--- src/rtl/rpsb_pkg.sv ---
// ----------------------------------------------------------------------------
// rpsb_pkg
// Shared types, codes and helpers for the relay pulse and status blinker.
// ----------------------------------------------------------------------------
package rpsb_pkg;

  localparam int PULSE_BITS = 16;
  localparam int PULSE_IN_W = 16;
  localparam int PERIOD_W   = 10;
  localparam int CFG_ADDR_W = 4;
  localparam int CFG_DATA_W = 16;
  localparam int FLASH_W    = 3;

  localparam logic [31:0] PULSE_MAX = 32'((64'd1 << PULSE_BITS) - 64'd1);

  localparam logic [FLASH_W-1:0] RX_TOGGLES = FLASH_W'(2);
  localparam logic [FLASH_W-1:0] TX_TOGGLES = FLASH_W'(4);

  localparam logic [PERIOD_W-1:0] READY_ON_RST  = PERIOD_W'(100);
  localparam logic [PERIOD_W-1:0] READY_OFF_RST = PERIOD_W'(900);
  localparam logic [PERIOD_W-1:0] FLASH_RST     = PERIOD_W'(100);
  localparam logic [PERIOD_W-1:0] ERROR_RST     = PERIOD_W'(200);

  typedef enum logic [1:0] {
    REQ_TICK    = 2'd0,
    REQ_PULSE   = 2'd1,
    REQ_PATTERN = 2'd2,
    REQ_NONE    = 2'd3
  } req_t;

  typedef enum logic [2:0] {
    PAT_READY = 3'd0,
    PAT_RX    = 3'd1,
    PAT_TX    = 3'd2,
    PAT_ERROR = 3'd3,
    PAT_OFF   = 3'd4
  } pat_t;

  typedef enum logic [CFG_ADDR_W-1:0] {
    REG_READY_ON  = CFG_ADDR_W'(0),
    REG_READY_OFF = CFG_ADDR_W'(1),
    REG_FLASH     = CFG_ADDR_W'(2),
    REG_ERROR     = CFG_ADDR_W'(3)
  } reg_idx_t;

  typedef struct packed {
    logic [PERIOD_W-1:0] ready_on;
    logic [PERIOD_W-1:0] ready_off;
    logic [PERIOD_W-1:0] flash_half;
    logic [PERIOD_W-1:0] error_half;
  } periods_t;

  typedef struct packed {
    logic tick;
    logic set;
    pat_t code;
  } led_cmd_t;

  // codes above off fall back to off
  function automatic pat_t to_pattern(logic [2:0] code);
    pat_t p;
    case (code)
      3'(PAT_READY): p = PAT_READY;
      3'(PAT_RX):    p = PAT_RX;
      3'(PAT_TX):    p = PAT_TX;
      3'(PAT_ERROR): p = PAT_ERROR;
      default:       p = PAT_OFF;
    endcase
    return p;
  endfunction

  function automatic logic [PULSE_BITS-1:0] sat_pulse(logic [PULSE_IN_W-1:0] v);
    logic [31:0] w;
    w = 32'(v);
    if (w > PULSE_MAX) begin
      w = PULSE_MAX;
    end
    return w[PULSE_BITS-1:0];
  endfunction

endpackage

--- src/rtl/rpsb_ifs.sv ---
// ----------------------------------------------------------------------------
// rpsb channel interfaces
// Request, result and register write channels with valid/ready handshake.
// ----------------------------------------------------------------------------
interface rpsb_in_if;
  import rpsb_pkg::*;
  logic                  valid;
  logic                  ready;
  logic [1:0]            req_type;
  logic [PULSE_IN_W-1:0] pulse_ms;
  logic [2:0]            pattern_code;

  modport source (output valid, req_type, pulse_ms, pattern_code, input ready);
  modport sink   (input valid, req_type, pulse_ms, pattern_code, output ready);
endinterface

interface rpsb_out_if;
  logic       valid;
  logic       ready;
  logic       relay_drive;
  logic       led_drive;
  logic [2:0] pattern_now;

  modport source (output valid, relay_drive, led_drive, pattern_now, input ready);
  modport sink   (input valid, relay_drive, led_drive, pattern_now, output ready);
endinterface

interface rpsb_cfg_if;
  import rpsb_pkg::*;
  logic                  valid;
  logic                  ready;
  logic [CFG_ADDR_W-1:0] addr;
  logic [CFG_DATA_W-1:0] data;

  modport source (output valid, addr, data, input ready);
  modport sink   (input valid, addr, data, output ready);
endinterface

--- src/rtl/rpsb_led.sv ---
// ----------------------------------------------------------------------------
// rpsb_led
// Status LED pattern engine: tick-driven toggle timer per pattern.
// ----------------------------------------------------------------------------
module rpsb_led (
  input  logic               clk,
  input  logic               rst_n,
  input  rpsb_pkg::led_cmd_t cmd,
  input  rpsb_pkg::periods_t periods,
  output logic               led_on,
  output rpsb_pkg::pat_t     pattern
);
  import rpsb_pkg::*;

  pat_t                pattern_r, pattern_nxt;
  logic                led_r, led_nxt;
  logic [FLASH_W-1:0]  flashes_r, flashes_nxt;
  logic [PERIOD_W-1:0] wait_r, wait_nxt;

  always_comb begin
    pattern_nxt = pattern_r;
    led_nxt     = led_r;
    flashes_nxt = flashes_r;
    wait_nxt    = wait_r;
    if (cmd.set) begin
      pattern_nxt = cmd.code;
      led_nxt     = 1'b0;
      wait_nxt    = '0;
      case (cmd.code)
        PAT_TX:  flashes_nxt = TX_TOGGLES;
        PAT_RX:  flashes_nxt = RX_TOGGLES;
        default: flashes_nxt = '0;
      endcase
    end else if (cmd.tick) begin
      if (wait_r > PERIOD_W'(1)) begin
        wait_nxt = wait_r - PERIOD_W'(1);
      end else begin
        case (pattern_r)
          PAT_READY: begin
            led_nxt  = ~led_r;
            wait_nxt = led_r ? periods.ready_off : periods.ready_on;
          end
          PAT_RX, PAT_TX: begin
            led_nxt     = ~led_r;
            flashes_nxt = (flashes_r != '0) ? flashes_r - FLASH_W'(1) : '0;
            wait_nxt    = periods.flash_half;
            if (flashes_nxt == '0) begin
              pattern_nxt = PAT_READY;
            end
          end
          PAT_ERROR: begin
            led_nxt  = ~led_r;
            wait_nxt = periods.error_half;
          end
          default: begin
            led_nxt = 1'b0;
          end
        endcase
      end
    end
  end

  always_ff @(posedge clk) begin
    if (!rst_n) begin
      pattern_r <= PAT_READY;
      led_r     <= 1'b0;
      flashes_r <= '0;
      wait_r    <= '0;
    end else begin
      pattern_r <= pattern_nxt;
      led_r     <= led_nxt;
      flashes_r <= flashes_nxt;
      wait_r    <= wait_nxt;
    end
  end

  assign led_on  = led_r;
  assign pattern = pattern_r;

endmodule

--- src/rtl/relay_pulse_and_status_blinker.sv ---
// ----------------------------------------------------------------------------
// relay_pulse_and_status_blinker
// One-shot relay pulse timer and status LED blinker driven by ms ticks.
// ----------------------------------------------------------------------------
// in_ch carries one request per beat: a 1 ms tick, a relay pulse start with
// its length, or a pattern select. Every request beat yields exactly one
// result beat on out_ch with the relay level, LED level and current pattern
// after that request.
// The result is registered: a request accepted at edge N shows its result
// from edge N onward, one request a cycle unless out_ch stalls. The state
// registers double as the result register, so a request is accepted whenever
// the result slot is empty or is being drained in the same cycle.
// When the receiver stalls, the result holds and in_ch.ready drops until it
// is taken; no result is lost or repeated.
// cfg_ch writes the four period registers (index 0..3, low 10 bits kept);
// other indexes are ignored. It is always ready.
// Synchronous reset clears the relay, selects the ready pattern with the LED
// off, and restores the default periods.
// ----------------------------------------------------------------------------
module relay_pulse_and_status_blinker (
  input logic       clk,
  input logic       rst_n,
  rpsb_in_if.sink   in_ch,
  rpsb_out_if.source out_ch,
  rpsb_cfg_if.sink  cfg_ch
);
  import rpsb_pkg::*;

  periods_t              periods_r;
  logic                  relay_r, relay_nxt;
  logic [PULSE_BITS-1:0] left_r, left_nxt;
  logic                  out_valid_r;
  logic                  in_fire;
  req_t                  req;
  led_cmd_t              led_cmd;
  logic                  led_on;
  pat_t                  pattern;

  assign in_ch.ready = ~out_valid_r | out_ch.ready;
  assign in_fire     = in_ch.valid & in_ch.ready;
  assign req         = req_t'(in_ch.req_type);

  assign led_cmd.tick = in_fire && (req == REQ_TICK);
  assign led_cmd.set  = in_fire && (req == REQ_PATTERN);
  assign led_cmd.code = to_pattern(in_ch.pattern_code);

  always_comb begin
    relay_nxt = relay_r;
    left_nxt  = left_r;
    if (in_fire) begin
      case (req)
        REQ_TICK: begin
          if (relay_r) begin
            if (left_r <= PULSE_BITS'(1)) begin
              relay_nxt = 1'b0;
            end else begin
              left_nxt = left_r - PULSE_BITS'(1);
            end
          end
        end
        REQ_PULSE: begin
          relay_nxt = 1'b1;
          left_nxt  = sat_pulse(in_ch.pulse_ms);
        end
        default: begin
        end
      endcase
    end
  end

  always_ff @(posedge clk) begin
    if (!rst_n) begin
      relay_r     <= 1'b0;
      left_r      <= '0;
      out_valid_r <= 1'b0;
    end else begin
      relay_r     <= relay_nxt;
      left_r      <= left_nxt;
      out_valid_r <= in_fire | (out_valid_r & ~out_ch.ready);
    end
  end

  assign cfg_ch.ready = 1'b1;

  always_ff @(posedge clk) begin
    if (!rst_n) begin
      periods_r.ready_on   <= READY_ON_RST;
      periods_r.ready_off  <= READY_OFF_RST;
      periods_r.flash_half <= FLASH_RST;
      periods_r.error_half <= ERROR_RST;
    end else if (cfg_ch.valid) begin
      case (cfg_ch.addr)
        REG_READY_ON:  periods_r.ready_on   <= cfg_ch.data[PERIOD_W-1:0];
        REG_READY_OFF: periods_r.ready_off  <= cfg_ch.data[PERIOD_W-1:0];
        REG_FLASH:     periods_r.flash_half <= cfg_ch.data[PERIOD_W-1:0];
        REG_ERROR:     periods_r.error_half <= cfg_ch.data[PERIOD_W-1:0];
        default: begin
        end
      endcase
    end
  end

  rpsb_led u_led (
    .clk     (clk),
    .rst_n   (rst_n),
    .cmd     (led_cmd),
    .periods (periods_r),
    .led_on  (led_on),
    .pattern (pattern)
  );

  assign out_ch.valid       = out_valid_r;
  assign out_ch.relay_drive = relay_r;
  assign out_ch.led_drive   = led_on;
  assign out_ch.pattern_now = 3'(pattern);

endmodule

--- src/flat_wrapper.sv ---
// flat-port wrapper written by rule: the top's interface ports become plain ports
module relay_pulse_and_status_blinker_flat import rpsb_pkg::*;
  (clk, rst_n, in_ch_valid, in_ch_req_type, in_ch_pulse_ms, in_ch_pattern_code, in_ch_ready, out_ch_valid, out_ch_relay_drive, out_ch_led_drive, out_ch_pattern_now, out_ch_ready, cfg_ch_valid, cfg_ch_addr, cfg_ch_data, cfg_ch_ready);
  rpsb_in_if in_ch_i ();
  rpsb_out_if out_ch_i ();
  rpsb_cfg_if cfg_ch_i ();
  input logic clk;
  input logic rst_n;
  input wire logic [$bits(in_ch_i.valid)-1:0] in_ch_valid;
  input wire logic [$bits(in_ch_i.req_type)-1:0] in_ch_req_type;
  input wire logic [$bits(in_ch_i.pulse_ms)-1:0] in_ch_pulse_ms;
  input wire logic [$bits(in_ch_i.pattern_code)-1:0] in_ch_pattern_code;
  output wire logic [$bits(in_ch_i.ready)-1:0] in_ch_ready;
  output wire logic [$bits(out_ch_i.valid)-1:0] out_ch_valid;
  output wire logic [$bits(out_ch_i.relay_drive)-1:0] out_ch_relay_drive;
  output wire logic [$bits(out_ch_i.led_drive)-1:0] out_ch_led_drive;
  output wire logic [$bits(out_ch_i.pattern_now)-1:0] out_ch_pattern_now;
  input wire logic [$bits(out_ch_i.ready)-1:0] out_ch_ready;
  input wire logic [$bits(cfg_ch_i.valid)-1:0] cfg_ch_valid;
  input wire logic [$bits(cfg_ch_i.addr)-1:0] cfg_ch_addr;
  input wire logic [$bits(cfg_ch_i.data)-1:0] cfg_ch_data;
  output wire logic [$bits(cfg_ch_i.ready)-1:0] cfg_ch_ready;
  assign in_ch_i.valid = in_ch_valid;
  assign in_ch_i.req_type = in_ch_req_type;
  assign in_ch_i.pulse_ms = in_ch_pulse_ms;
  assign in_ch_i.pattern_code = in_ch_pattern_code;
  assign in_ch_ready = in_ch_i.ready;
  assign out_ch_valid = out_ch_i.valid;
  assign out_ch_relay_drive = out_ch_i.relay_drive;
  assign out_ch_led_drive = out_ch_i.led_drive;
  assign out_ch_pattern_now = out_ch_i.pattern_now;
  assign out_ch_i.ready = out_ch_ready;
  assign cfg_ch_i.valid = cfg_ch_valid;
  assign cfg_ch_i.addr = cfg_ch_addr;
  assign cfg_ch_i.data = cfg_ch_data;
  assign cfg_ch_ready = cfg_ch_i.ready;
  relay_pulse_and_status_blinker u_core (.clk(clk), .rst_n(rst_n), .in_ch(in_ch_i), .out_ch(out_ch_i), .cfg_ch(cfg_ch_i));
endmodule
--- config.mk ---
export PLATFORM = sky130hd
export DESIGN_NAME = relay_pulse_and_status_blinker_flat
export DESIGN_NICKNAME = d
export VERILOG_FILES = /design/src/rtl/rpsb_pkg.sv /design/src/rtl/rpsb_ifs.sv /design/src/rtl/rpsb_led.sv /design/src/rtl/relay_pulse_and_status_blinker.sv /design/src/flat_wrapper.sv
export SDC_FILE = /design/constraint.sdc
export NUM_CORES = 1
export LEC_CHECK = 0
export CAP_MARGIN = 0
export CELL_PAD_IN_SITES_DETAIL_PLACEMENT = 2
export CELL_PAD_IN_SITES_GLOBAL_PLACEMENT = 2
export CORE_ASPECT_RATIO = 0.5
export CORE_UTILIZATION = 39
export CTS_BUF_LIST = sky130_fd_sc_hd__clkbuf_4
export DETAILED_ROUTE_END_ITERATION = 8
export DONT_BUFFER_PORTS = 1
export PLACE_DENSITY_LB_ADDON = 0.1
export REMOVE_ABC_BUFFERS = 1
export SLEW_MARGIN = 20
export SYNTH_ARGS = -nofsm -noshare
export SYNTH_HDL_FRONTEND = slang
export SYNTH_HIERARCHICAL = 1
export SYNTH_SLANG_ARGS = --single-unit
export TNS_END_PERCENT = 50
--- constraint.sdc ---
create_clock -name clk -period 2.5 [get_ports clk]
set_input_delay 0.5 -clock clk [delete_from_list [all_inputs] [get_ports clk]]
set_output_delay 0.5 -clock clk [all_outputs]
set_load 0.1 [all_outputs]
==> results of run 1 <==
-- sequential cells by signal, summed over array words and instances, names as in the netlist --
signal / flops
u_core/out_ch.relay_drive: 1
u_core/u_led/led_on: 1
u_core/out_ch.valid: 1
u_core/u_led/wait_r: 10
u_core/periods_r: 40
u_core/u_led/flashes_r: 3
u_core/u_led/pattern: 3
u_core/left_r: 16
-- report_power, final --
group          total [mW]  switching, mW  internal, mW  leakage, nW
sequential           1.28         0.0470          1.24        0.609
combinational       0.598          0.379         0.219        0.894
clock               0.786          0.439         0.346       0.0794
-- worst reg2reg max path, stage by stage (launching register included) --
cell and delay (ps):
dfxtp_1 330, nor2b_1 150, inv_1 90, nand2_1 130, nor3_2 530, o21ai_0 310
a2111oi_0 550, nor2_1 100
-- cells by family after synthesis --
kind of cell | synth area share [%]
simple gates | 28.1
compound gates | 18.6
flops | 37.0
buf+inv | 4.60
mux | 9.51
fa+ha+maj | 1.85
other cells | 0.0925
xor+xnor | 0.216
-- how the worst max path moves through the flow --
stage                                       from                     end  cells past startpoint
after global placement    u_core/u_led/wait_r[0]  u_core/u_led/wait_r[4]                      7
final                        u_core/out_ch.valid  u_core/u_led/wait_r[8]                      7
after detailed placement  u_core/u_led/wait_r[0]  u_core/u_led/wait_r[4]                      7
after CTS                 u_core/u_led/wait_r[0]  u_core/u_led/wait_r[4]                      7
after global routing         u_core/out_ch.valid  u_core/u_led/wait_r[8]                      7
after floorplan              u_core/out_ch.valid  u_core/u_led/wait_r[8]                      7
-- metal layers --
metal | share of wire (%) | up-vias | global-route usage (%)
met1 | 48 | 1850 | 31.0
met2 | 48 | 51 | 43.2
li1 | - | 1838 | -
met3 | 4.0 | 6 | 5.95
met4 | 0.63 | 0 | 6.13
met5 | 0 | - | 0
-- synthesized netlist by cell type (9+ instances only) --
library cell	instances
dfxtp_1	75
a21oi_1	56
nor2_1	33
mux2i_1	25
inv_1	10
nand2_1	104
mux2_2	12
o21ai_0	20
nand3_1	21
o32ai_1	9
clkbuf_1	19
nor3_1	19
-- area by class of cell --
type / instances / area (um2) / share of cell area [%]
flip-flops and latches: 75 / 1500 / 34.1
multi-input cells: 396 / 2380 / 53.9
inverters: 11 / 41.3 / 0.935
well taps: 135 / 169 / 3.82
clock inverters: 3 / 38.8 / 0.878
repair buffers: 25 / 188 / 4.25
clock buffers: 13 / 97.6 / 2.21
==> impl_metrics.py, run 1 <==
metrics = {
    "detailed_routing": {
        "via_per_inst": 5.69,
        "drt_wl_total_um": 12600,
        "post_drt_wl_per_cell_um": 19.2,
        "postRouteAntennaNets": 0,
        "vias": 3745,
        "dr.first_iter.drc_count": 103,
        "drc": 0,
        "first_pass_iters": 4,
    },
    "floorplanning": {
        "die_area_um2": 10800,
        "fp.coreArea_um2": 9760,
        "die_w_um": 146,
        "io_pins": 54,
        "start_util_pct": 41.5,
        "dieHeight_um": 74.1,
        "num_rows": 25,
    },
    "finish": {
        "final_net_count": 570,
        "final_common_cell": "nand2_1",
        "final_area_um2": 4420,
        "final_core_util_pct": 45.3,
        "instances_no_fill": 658,
        "mostFrequentLayoutCells": "104 x nand2_1, 73 x dfxtp_1, 56 x a21oi_1, 33 x nor2_1",
        "num_antenna_cells": 0,
        "area_growth_pct": 8.95,
        "drive_above_1_share_pct": 14.1,
        "nFillCells": 1151,
    },
    "critical_path": {
        "critical-path-top-delay-family": "simple AND/OR/NAND/NOR gates",
        "critPathKind": "reg -> reg",
        "cp_slowest_cell": "a2111oi_0",
        "cp.arrival_ps": 2630,
        "r2r_cells": 7,
        "end_kind": "flop",
        "cp_max_fo": 7,
        "required_ps": 2830,
        "critPathBufInv": 1,
        "max_stage_delay_ps": 550,
        "cp-start-kind": "flop",
        "path_cells": "nor2b_1 > inv_1 > nand2_1 > nor3_2 > o21ai_0 > a2111oi_0 > nor2_1",
        "r2r_end": "u_core/u_led/wait_r[8]",
        "r2r_slack_ps": 200,
        "r2r_start": "u_core/out_ch.valid",
    },
    "sta": {
        "rsz0062_at_grt": "no",
        "final-hold-violation-count": 0,
        "period_share_pct": 91.9,
        "tightest_slew_ps": 723,
        "fin_tns_setup_ps": 0,
        "maxSlewViolCount": 0,
        "setup_slack_ps": 201,
        "timing.final.crit_period_ps": 2300,
        "skew_ps": 8.73,
        "max_freq_mhz": 435,
        "setup_viol": 0,
        "max_slew_margin_pct": 51.4,
        "fin_hold_ws_ps": 119,
    },
    "pwr": {
        "leakagePower_nw": 1.58,
        "vdd_ir_drop_max_mv": 0.263,
        "p_total_mw": 2.67,
        "pwr_density_cell_nw_per_um2": 604,
    },
    "worst_hold_path": {
        "hold_end": "u_core/periods_r[36]",
        "hp-start": "rst_n",
        "min_path_type": "in -> reg",
        "hold_path_depth": 1,
    },
    "cts": {
        "htree_levels": 3,
        "clk_path_buf_depth": 2,
        "clock_latency_ps": 440,
        "cts_made_buffers": 9,
        "clk_pin_slew_ps": 120,
        "post-cts-setup-buffers": 0,
        "clock-root-buffer": "clkbuf_4",
        "cts_tree": "built",
        "cts_resized": 0,
        "cts_hold_buffers": 0,
        "clock-sinks": 75,
    },
    "synthesis": {
        "synth_area_leader_cell": "dfxtp_1",
        "synthCells": 512,
        "yosys.area.top_type_share_pct": 37.0,
        "yosysUniqueCellTypes": 57,
        "yosys_warnings": 6,
        "netlist_area_um2": 4050,
        "synth_edf_count": 0,
        "ys_top_cells_by_area": "dfxtp_1 37%, nand2_1 9.6%, a21oi_1 6.9%, mux2i_1 6.2%, mux2_2 3.3%",
        "syn_avg_cell_area_um2": 7.92,
        "ys_seq_elements": 75,
        "async_reset_ff_share_pct": 0,
        "synth_seq_area_share_pct": 37.0,
        "synth_flop_cell": "dfxtp_1",
    },
    "placed_design": {
        "pre_cts_slack_ps": 102,
        "place_hpwl_um": 8840,
        "gp_congestion": 0.788,
        "place_area_um2": 4280,
        "dp.cells": 642,
        "portBuffers": 0,
    },
    "run_status": {
        "outcome": "finished clean",
    },
    "flow_run": {
        "cap_violations": 0,
    },
    "grt": {
        "grt_usage_pct": 24.6,
        "antenna_found_initial": 0,
        "grt_max_degree": 37,
        "grt_pass1_wl_um": 20600,
        "grt_pass1_vias": 3919,
        "grt_overflow_total": 0,
    },
}
(Power assumes the default switching activity.)
==> inputs of run 2 (changes only) <==
--- a/config.mk
+++ b/config.mk
@@ -9,7 +9,7 @@
 export CELL_PAD_IN_SITES_DETAIL_PLACEMENT = 2
 export CELL_PAD_IN_SITES_GLOBAL_PLACEMENT = 2
 export CORE_ASPECT_RATIO = 0.5
-export CORE_UTILIZATION = 39
+export CORE_UTILIZATION = 35
 export CTS_BUF_LIST = sky130_fd_sc_hd__clkbuf_4
 export DETAILED_ROUTE_END_ITERATION = 8
 export DONT_BUFFER_PORTS = 1
==> impl_metrics.py, run 2 (synthesized netlist as in run 1, its figures left out) <==
metrics = {
    "critical_path": {
        "end_kind": "flop",
        "critPathKind": "reg -> reg",
        "cp-start-kind": "flop",
        "path_cells": "inv_1 > ha_1 > or2_2 > and4_1 > a21boi_1 > o21ai_0 > a21oi_1",
        "max_stage_delay_ps": 400,
        "critPathBufInv": 1,
        "cp_slowest_cell": "dfxtp_1",
        "required_ps": 2870,
        "critical-path-top-delay-family": "simple AND/OR/NAND/NOR gates",
        "cp.arrival_ps": 2580,
        "cp_max_fo": 9,
    },
    "placed_design": {
        "portBuffers": 0,
        "gp_congestion": 0.772,
        "place_hpwl_um": 8670,
        "place_area_um2": 4270,
    },
    "sta": {
        "skew_ps": 21.4,
        "timing.final.crit_period_ps": 2210,
        "tightest_slew_ps": 779,
        "max_slew_margin_pct": 47.7,
        "fin_tns_setup_ps": 0,
        "setup_viol": 0,
        "max_freq_mhz": 453,
        "maxSlewViolCount": 0,
        "period_share_pct": 88.3,
        "fin_hold_ws_ps": 154,
        "final-hold-violation-count": 0,
        "rsz0062_at_grt": "no",
    },
    "detailed_routing": {
        "first_pass_iters": 4,
        "dr.first_iter.drc_count": 73,
        "vias": 3720,
        "drc": 0,
        "via_per_inst": 5.60,
        "drt_wl_total_um": 12200,
        "postRouteAntennaNets": 0,
        "post_drt_wl_per_cell_um": 18.4,
    },
    "finish": {
        "mostFrequentLayoutCells": "104 x nand2_1, 73 x dfxtp_1, 56 x a21oi_1, 33 x nor2_1, 25 x mux2i_1",
        "multi_input_area_um2": 2380,
        "largest_reg_flops": 40,
        "largestRegisters": "u_core/periods_r (40), u_core/left_r (16), u_core/u_led/wait_r (10)",
        "drive_above_1_share_pct": 13.3,
        "num_antenna_cells": 0,
        "final_net_count": 567,
        "nFillCells": 1296,
        "final_common_cell": "nand2_1",
        "area_growth_pct": 8.43,
        "seq_area_um2": 1500,
        "top_register": "u_core/periods_r",
        "final_area_um2": 4400,
    },
    "grt": {
        "grt_pass1_wl_um": 20000,
        "grt_overflow_total": 0,
        "grt_max_degree": 37,
        "antenna_found_initial": 0,
        "grt_usage_pct": 21.3,
        "grt_pass1_vias": 3842,
    },
    "cts": {
        "cts_tree": "built",
        "cts_made_buffers": 9,
        "clk_pin_slew_ps": 120,
        "clk_path_buf_depth": 2,
        "clock_latency_ps": 440,
        "clock-sinks": 75,
        "cts_resized": 0,
        "post-cts-setup-buffers": 0,
        "htree_levels": 3,
        "cts_hold_buffers": 0,
        "clock-root-buffer": "clkbuf_4",
    },
    "floorplanning": {
        "die_w_um": 154,
        "io_pins": 54,
        "fp.coreArea_um2": 11100,
        "die_area_um2": 12000,
        "num_rows": 27,
        "start_util_pct": 36.4,
        "dieHeight_um": 78.1,
    },
    "worst_hold_path": {
        "min_path_type": "in -> reg",
    },
    "pwr": {
        "pwr_density_cell_nw_per_um2": 595,
        "leakagePower_nw": 1.56,
        "p_total_mw": 2.61,
        "vdd_ir_drop_max_mv": 0.206,
    },
    "flow_run": {
        "cap_violations": 0,
    },
    "run_status": {
        "outcome": "finished clean",
    },
}
run 2: changes by cell type in the layout (fill, tap and decap cells not counted), sizes merged:
cell / before / now
buf: 25 / 22
clkbuf: 13 / 11
clkinv: 3 / 4
run 2: final cells by class:
type | instances | area share, %
flip-flops and latches | 75 | 34.2
clock inverters | 4 | 0.968
clock buffers | 11 | 1.88
inverters | 11 | 0.939
multi-input cells | 396 | 54.1
well taps | 145 | 4.13
repair buffers | 22 | 3.76
run 2: through the flow:
stage / utilization [%] / setup WS [ps] / cells
after floorplan: - / -1030 / 482
after global placement: 38.3 / 230 / 649
after detailed placement: 38.3 / 153 / 649
after CTS: 39.4 / 122 / 664
after global routing: 39.4 / 61.3 / 664
final: 39.4 / 292 / 664
run 2: metal layers:
| layer | share of wire, % | global-route usage [%] |
|---|---|---|
| met1 | 47 | 26.7 |
| met2 | 49 | 37.3 |
| met3 | 2.7 | 4.80 |
| met4 | 0.55 | 4.90 |
| met5 | 0 | 0 |
run 2: worst paths after layout:
check                                            start                endpoint  slack (ps)  cells after the start
worst max-delay path            u_core/u_led/wait_r[0]  u_core/u_led/wait_r[4]         290                      7
worst min register to register     u_core/periods_r[5]     u_core/periods_r[5]         460                      2
worst max register to register  u_core/u_led/wait_r[0]  u_core/u_led/wait_r[4]         290                      7
worst min-delay path                             rst_n    u_core/periods_r[32]         150                      1
run 2: power breakdown:
group          total (mW)  internal (mW)  switching [mW]
clock               0.744          0.315           0.429
combinational       0.579          0.219           0.361
sequential           1.29           1.24          0.0539
run 2: worst reg2reg max path, cell delays in order (launching register included):
cell	delay (ps)
dfxtp_1	400
inv_1	80
ha_1	290
or2_2	360
and4_1	340
a21boi_1	370
o21ai_0	150
a21oi_1	160
